`src/hw/rtl/single_bin_poynting_flux_assert.svh`:
```
// ---------------------------------------------------------------------------
// Single-bin Poynting flux assertion macros
// Clocked property checks on clk, disabled while rst_n is low.
// ---------------------------------------------------------------------------
`ifndef SINGLE_BIN_POYNTING_FLUX_ASSERT_SVH
`define SINGLE_BIN_POYNTING_FLUX_ASSERT_SVH
`ifndef SYNTHESIS
// A condition that must hold at every clock edge out of reset.
`define SBPF_ASSERT_ALWAYS(name, cond, msg) \
    name: assert property (@(posedge clk) disable iff (!rst_n) (cond)) else $error(msg);
// A condition that, once seen, demands a consequence on the next edge.
`define SBPF_ASSERT_NEXT(name, ante, cons, msg) \
    name: assert property (@(posedge clk) disable iff (!rst_n) (ante) |=> (cons)) \
        else $error(msg);
`else
`define SBPF_ASSERT_ALWAYS(name, cond, msg)
`define SBPF_ASSERT_NEXT(name, ante, cons, msg)
`endif
`endif

```
`src/hw/rtl/sbpf_pkg.sv`:
```
// ---------------------------------------------------------------------------
// Single-bin Poynting flux package
// Shared constants, the front-to-back request types and the sine table
// builder.
// ---------------------------------------------------------------------------
package sbpf_pkg;

    // Default sizes of the block.
    localparam int DEF_TABLE_ADDR_BITS = 8;
    localparam int DEF_SAMPLE_BITS     = 16;
    localparam int DEF_ACC_BITS        = 48;

    // Fixed formats.
    localparam int PHASE_BITS      = 32;
    localparam int Q15_BITS        = 16;
    localparam int FRAC_BITS       = 15;
    localparam int RED_BITS        = 32;
    localparam int FLUX_BITS       = 64;
    localparam int QUEUE_ADDR_BITS = 2;

    localparam logic [Q15_BITS-1:0] FULL_SCALE = 16'd32767;
    localparam longint unsigned HALF_PI_Q30    = 64'd1686629713;

    // Sine and cosine of one request, plus its end-of-record mark.
    typedef struct packed {
        logic signed [Q15_BITS-1:0] sin_q15;
        logic signed [Q15_BITS-1:0] cos_q15;
        logic                       last;
    } trig_t;

    // Queue status seen by the front and the back.
    typedef struct packed {
        logic not_empty;
        logic full;
    } q_status_t;

    // One quarter-wave sine entry in Q15, from a Q30 Taylor series through
    // the thirteenth power, each product truncated back to Q30.
    function automatic logic [Q15_BITS-1:0] sine_entry(input int unsigned k,
                                                       input int unsigned addr_bits);
        longint unsigned x;
        longint unsigned x2;
        longint unsigned term;
        longint unsigned sum;
        longint unsigned v;
        x    = (longint'(k) * HALF_PI_Q30) >> addr_bits;
        x2   = (x * x) >> 30;
        term = x;
        sum  = x;
        term = ((term * x2) >> 30) / 64'd6;
        sum  = (sum >= term) ? sum - term : 64'd0;
        term = ((term * x2) >> 30) / 64'd20;
        sum  = sum + term;
        term = ((term * x2) >> 30) / 64'd42;
        sum  = (sum >= term) ? sum - term : 64'd0;
        term = ((term * x2) >> 30) / 64'd72;
        sum  = sum + term;
        term = ((term * x2) >> 30) / 64'd110;
        sum  = (sum >= term) ? sum - term : 64'd0;
        term = ((term * x2) >> 30) / 64'd156;
        sum  = sum + term;
        v    = (sum * 64'd32767 + (64'd1 << 29)) >> 30;
        if (v > 64'd32767)
        begin
            v = 64'd32767;
        end
        return v[Q15_BITS-1:0];
    endfunction

endpackage

```
`src/hw/rtl/sbpf_queue.sv`:
```
// ---------------------------------------------------------------------------
// Single-bin Poynting flux request queue
// Small first-in first-out buffer between the front end and the back end.
// ---------------------------------------------------------------------------
module sbpf_queue import sbpf_pkg::*; #(
    parameter int WIDTH = 1
) (
    input  logic             clk,
    input  logic             rst_n,
    input  logic             push,
    input  logic [WIDTH-1:0] push_data,
    input  logic             pop,
    output logic [WIDTH-1:0] pop_data,
    output q_status_t        stat
);

    localparam int DEPTH = 1 << QUEUE_ADDR_BITS;

    logic [WIDTH-1:0]         entry_reg [DEPTH];
    logic [QUEUE_ADDR_BITS:0] wr_ptr_reg;
    logic [QUEUE_ADDR_BITS:0] rd_ptr_reg;

    // Pointers carry one extra bit to tell full from empty.
    always_ff @(posedge clk or negedge rst_n)
    begin
        if (!rst_n)
        begin
            wr_ptr_reg <= '0;
            rd_ptr_reg <= '0;
        end
        else
        begin
            if (push)
            begin
                wr_ptr_reg <= wr_ptr_reg + 1'b1;
            end
            if (pop)
            begin
                rd_ptr_reg <= rd_ptr_reg + 1'b1;
            end
        end
    end

    // Entry storage.
    always_ff @(posedge clk)
    begin
        if (push)
        begin
            entry_reg[wr_ptr_reg[QUEUE_ADDR_BITS-1:0]] <= push_data;
        end
    end

    assign pop_data       = entry_reg[rd_ptr_reg[QUEUE_ADDR_BITS-1:0]];
    assign stat.not_empty = (wr_ptr_reg != rd_ptr_reg);
    assign stat.full      = (wr_ptr_reg[QUEUE_ADDR_BITS-1:0] == rd_ptr_reg[QUEUE_ADDR_BITS-1:0])
                         && (wr_ptr_reg[QUEUE_ADDR_BITS] != rd_ptr_reg[QUEUE_ADDR_BITS]);

endmodule

```
`config.mk`:
```
export PLATFORM = sky130hd
export DESIGN_NAME = sbpf_queue
export DESIGN_NICKNAME = d
export VERILOG_FILES = /design/src/hw/rtl/single_bin_poynting_flux_assert.svh /design/src/hw/rtl/sbpf_pkg.sv /design/src/hw/rtl/sbpf_queue.sv
export SDC_FILE = /design/constraint.sdc
export NUM_CORES = 1
export LEC_CHECK = 0
export ABC_CLOCK_PERIOD_IN_PS = 1700
export CAP_MARGIN = 20
export CORE_MARGIN = 3
export CORE_UTILIZATION = 30
export DETAILED_ROUTE_END_ITERATION = 10
export DONT_BUFFER_PORTS = 1
export PLACE_DENSITY = 0.47
export SLEW_MARGIN = 20
export SYNTH_ARGS = -nofsm -noshare
export SYNTH_HDL_FRONTEND = slang
export SYNTH_SLANG_ARGS = --single-unit
export TNS_END_PERCENT = 1
```
`constraint.sdc`:
```
create_clock -name clk -period 1.7 [get_ports clk]
set_input_delay 0.34 -clock clk [delete_from_list [all_inputs] [get_ports clk]]
set_output_delay 0.34 -clock clk [all_outputs]
set_load 0.05 [all_outputs]
```
---- Word-level counts from Yosys, hierarchy flattened ----
Memories as Yosys holds them, arrays and structs flattened.
Index checks and enable logic that the tools add are counted.
storage, ports and cells
  register bits after elaboration ......... 6
  RAM bits ................................ 4
  bits of input ports ..................... 5
  output and inout bits ................... 3
  logic and storage cells ................. 11
  memories kept ........................... 1
memories
  memory     words  width  read ports  clocked after memory_dff  wr ports  RTL line          source
  entry_reg  4      1      1           0                         1         sbpf_queue.sv:19  logic [WIDTH-1:0] entry_reg [DEPTH];
cells by class
  add/sub/neg operators ................... 2
  equality and inequality tests ........... 3
  muxes and demuxes ....................... 2
  reduce and logical (&&, ||, !) cells .... 1
operator list
  operator               number
  $add A3 B1 Y3 const B  2
  $ne A3 B3 Y1           1
  $eq A2 B2 Y1           1
  $mux W1                2
  $logic_and A1 B1 Y1    1
  $ne A1 B1 Y1           1

---- Logic depth before layout (Yosys ltp) ----
  word-level depth ........................ 2
  mapped depth ............................ 4
  mapped depth without buffers ............ 4

---- Worst setup path after synthesis ----
Ideal clock, no wire load.
  path kind ............................... register to output
  start ................................... register rd_ptr_reg[0]
  end ..................................... output pop_data
  data arrival time ....................... 1.080 ns
  data required time ...................... 1.360 ns
  slack ................................... 0.280 ns
  cell stages (with the launch flop) ...... 2
  buffers on the path ..................... 0
  cell sequence ........................... dfrtp_1 > mux4_2
between the ends
  word-level cells in the longest chain between the ends .. 1
ends and longest elaborated chain
  element                 RTL line          source
  from (decl)             sbpf_queue.sv:21  logic [QUEUE_ADDR_BITS:0] rd_ptr_reg;
  from (signal assigned)  sbpf_queue.sv:39  rd_ptr_reg <= rd_ptr_reg + 1'b1;
  $mem_v2 Z4 W1           --
  to (decl)               sbpf_queue.sv:13  output logic [WIDTH-1:0] pop_data,
Every way passes these cells.

---- Worst setup path after layout ----
Ends and elaborated chain as after synthesis.

==> results.txt <==
The start-to-end type of the worst setup path is flop to output pin. The HPWL after detailed placement is 544 um. Of the total synthesized cell area, the portion taken by AND, OR, NAND and NOR gates is 0.09512. In this design, the largest share of critical-path delay is due to multiplexers. The post-detailed-route wirelength per cell came out at approximately 12 um. The global-route usage over all layers came out at 0.08647. The final critical delay including setup and external delays is 1674 ps.

The number of cells on the worst reg-to-reg path is 3. The pin count of the biggest net entering global routing came out at 8. The transition time of the tightest slew-check pin came out at about 280 ps. The final-stage net count is 54. Derived from the worst setup path, the maximum achievable clock frequency is about 600 MHz. For this configuration, the core starts out at a cell density of 0.3439. The clock reaches the later pin of the worst-skew pair after between 200 and 300 ps. The cell with the largest stage delay on the worst path is sky130_fd_sc_hd__mux4_2. For this run, the register share of the synthesized area comes to 0.5553. STA classifies the critical path endpoint as an output pin. The die outline height came out at roughly 46 um.

For this block, the via count after detailed routing is 260. Row generation in the floorplan step produced 13 rows. The net count after synthesis is 45.

The count of final setup violators is 0. Measured against its own limit, the worst slew margin works out to 0.8130. Each instance of the synthesized netlist takes up on average 13.91 sq um. The total wirelength of the detailed-routed design came out at ~710 um.

Data arrives at the worst endpoint at roughly 1300 ps. The number of detailed-routing iterations run before antenna repair is 2. The cell sitting at the root of the clock tree is a sky130_fd_sc_hd__clkbuf_4. TritonCTS built the clock tree.

The first global-routing pass estimated between 1 and 1.5 mm of wire. The worst setup path is launched from a flop. The startpoint identified for the worst hold timing path is pop.

The maximum buffer depth of the clock tree came out at 2. On the final layout, the worst clock skew is a little over 7 ps. The highest net fanout along the worst path came out at 3. Dividing the detail-routed via count by the number of cells gives ~4.5. The worst register-to-register path begins at rd_ptr_reg[0]. Max-cap violations in this run came to 0. The kind of path behind the tightest hold check is input port to flop. The signal on the critical path passes through mux4_2. The core box area is approximately 1400 sq um. The initial antenna violation count is 0.

The final-report max-slew violation count was 0. The combined flip-flop and latch cell area came out at around 270 sq um. The endpoint identified for the worst register-to-register timing path is rd_ptr_reg[1]. The area of the multi-input gates is 209.0 sq um. The run finished with clean final reports. Of the cells placed in the final design, the portion with a size suffix greater than 1 is 0.2093.

Dividing the final minimum period by the clock period gives 0.9845. After global routing the overflow that remains totals 0. The number of global-route vias before repair was between 200 and 300.

By area, the combinational part of the netlist is dominated by adder cells. The share of synthesized cell area in full adder, half adder and majority cells is 0.1285. The overall die width is around 46 um. The number of fill cells is 140. The instance count of the mapped netlist is 35. The count of state elements after synthesis came out at 10. Counting instances, the worst hold path has a depth of 1.

Setup repair after global routing could not meet its margin everywhere. The I/O pin total is 8. The die footprint is roughly 2100 sq um. Counting both buffers and inverters, the worst setup path holds a total of 0.

The internal reg-to-reg setup slack is ~480 ps. The number of I/O port buffers is 0. The count of endpoints failing hold in the final timing report came to 0. The number of distinct library cell variants in the gate-level netlist after synthesis is 13. The share of synthesized area spent on multiplexers is 0.06941. In this design, the stage delay of the slowest critical-path cell is approximately 670 ps. The path with the worst hold slack has its endpoint at rd_ptr_reg[0]. The count of antenna diodes in the layout came out at 0.

The required arrival time at the worst endpoint came out at 1360 ps. The fraction of the mapped netlist area in compound gates came to 0.01028. Clock tree synthesis found a total of 10 sinks. The XOR/XNOR share of the synthesized area is 0.1260. The post-CTS clock slew at the launch and capture registers of the worst setup and hold paths is roughly 70 ps.

The synthesis-to-layout area growth is 16.20%. The number of flip-flops under the largest register name is 4. The total number of H-tree levels came out at 1. The number of synthesis warnings is 0. Summing every instance area after synthesis gives about 490 sq um. The worst hold slack came out at ~140 ps. The count of nets left with antenna violations once routing finished came out at 0. The detailed router finished its first iteration with 4 violations.

The routability-driven placement congestion ratio came out at ~0.66. The number of buffers created by CTS came out at 3. After detailed routing, the number of remaining DRC violations is 0.
==> worst max path at each step <==
stage / depth (start not counted) / to / slack (ps) / start
finish: 1 / pop_data / 30 / rd_ptr_reg[0]
floorplan: 1 / pop_data / 280 / rd_ptr_reg[0]
global placement: 1 / pop_data / 260 / rd_ptr_reg[0]
global route: 3 / stat[0] / -40 / wr_ptr_reg[0]
detailed placement: 1 / pop_data / 240 / rd_ptr_reg[0]
CTS: 1 / pop_data / 3 / rd_ptr_reg[0]
==> Yosys cell counts <==
library cell	n	area share
sky130_fd_sc_hd__and2_1	4	0.051
sky130_fd_sc_hd__and3b_1	1	0.018
sky130_fd_sc_hd__dfrtp_1	6	0.31
sky130_fd_sc_hd__edfxtp_1	4	0.25
sky130_fd_sc_hd__ha_1	5	0.13
sky130_fd_sc_hd__inv_1	2	0.015
sky130_fd_sc_hd__mux2_2	1	0.023
sky130_fd_sc_hd__mux4_2	1	0.046
sky130_fd_sc_hd__nand2_1	2	0.015
sky130_fd_sc_hd__nand3_1	1	0.010
sky130_fd_sc_hd__o21ai_0	1	0.010
sky130_fd_sc_hd__xnor2_1	4	0.072
sky130_fd_sc_hd__xor2_1	3	0.054
==> routing by layer <==
metal / global-route usage / up-vias / share of wire
met5: 0 / - / 0
met4: 0.08523 / 0 / 0.030
met1: 0.08852 / 118 / 0.44
met3: 0.05859 / 4 / 0.065
met2: 0.1126 / 5 / 0.46
li1: - / 133 / -
==> final cells by class <==
cell class                      instances  share of cell area
Clock buffer                            3             0.03982
Clock inverter                          1            0.006637
Inverter                                2             0.01327
Multi-Input combinational cell         23              0.3695
Sequential cell                        10              0.4801
Tap cell                               15             0.03319
Timing Repair Buffer                    4             0.05752
==> repair_timing <==
action | 4_1_cts | 5_1_grt
endpoints found under the setup margin | 1 | 2
gates resized for setup | 1 | 0
endpoints found under the hold margin | 6 | 0
hold buffers | 1 | 0
buffers inserted | 1 | 0
==> through the flow <==
step           instances  worst slack (ps)  instance area [sq um]  utilization  setup TNS [ps]
2_1_floorplan         35             279.8                  486.7            -               0
4_1_cts               58             2.637                  565.5       0.3996               0
5_1_grt               58            -42.81                  565.5       0.3996          -69.04
6_report              58             26.37                  565.5       0.3996               0
3_3_place_gp          52             261.9                  520.5       0.3678               0
3_5_place_dp          52             238.2                  520.5       0.3678               0
==> cells in the final DEF (no fill, tap or decap) <==
cell type | Yosys | layout
sky130_fd_sc_hd__and2_1 | 4 | 4
sky130_fd_sc_hd__and3b_1 | 1 | 1
sky130_fd_sc_hd__buf_4 | 0 | 3
sky130_fd_sc_hd__clkbuf_4 | 0 | 3
sky130_fd_sc_hd__clkinv_1 | 0 | 1
sky130_fd_sc_hd__dfrtp_1 | 6 | 5
sky130_fd_sc_hd__dfrtp_2 | 0 | 1
sky130_fd_sc_hd__dlygate4sd3_1 | 0 | 1
sky130_fd_sc_hd__edfxtp_1 | 4 | 4
sky130_fd_sc_hd__ha_1 | 5 | 5
sky130_fd_sc_hd__inv_1 | 2 | 2
sky130_fd_sc_hd__mux2_2 | 1 | 1
sky130_fd_sc_hd__mux4_2 | 1 | 1
sky130_fd_sc_hd__nand2_1 | 2 | 2
sky130_fd_sc_hd__nand3_1 | 1 | 1
sky130_fd_sc_hd__o21ai_0 | 1 | 1
sky130_fd_sc_hd__xnor2_1 | 4 | 4
sky130_fd_sc_hd__xor2_1 | 3 | 3
==> cells by family after synthesis <==
family	after synthesis
AOI/OAI and AO/OA	1
muxes	2
xor gates and xnor gates	7
buffers and inverters	2
adders and majority gates	5
and+or+nand+nor	8
DFF	10
Power is not shown: default switching activity piles up to over one toggle a cycle in this logic, so the estimate is an artifact.
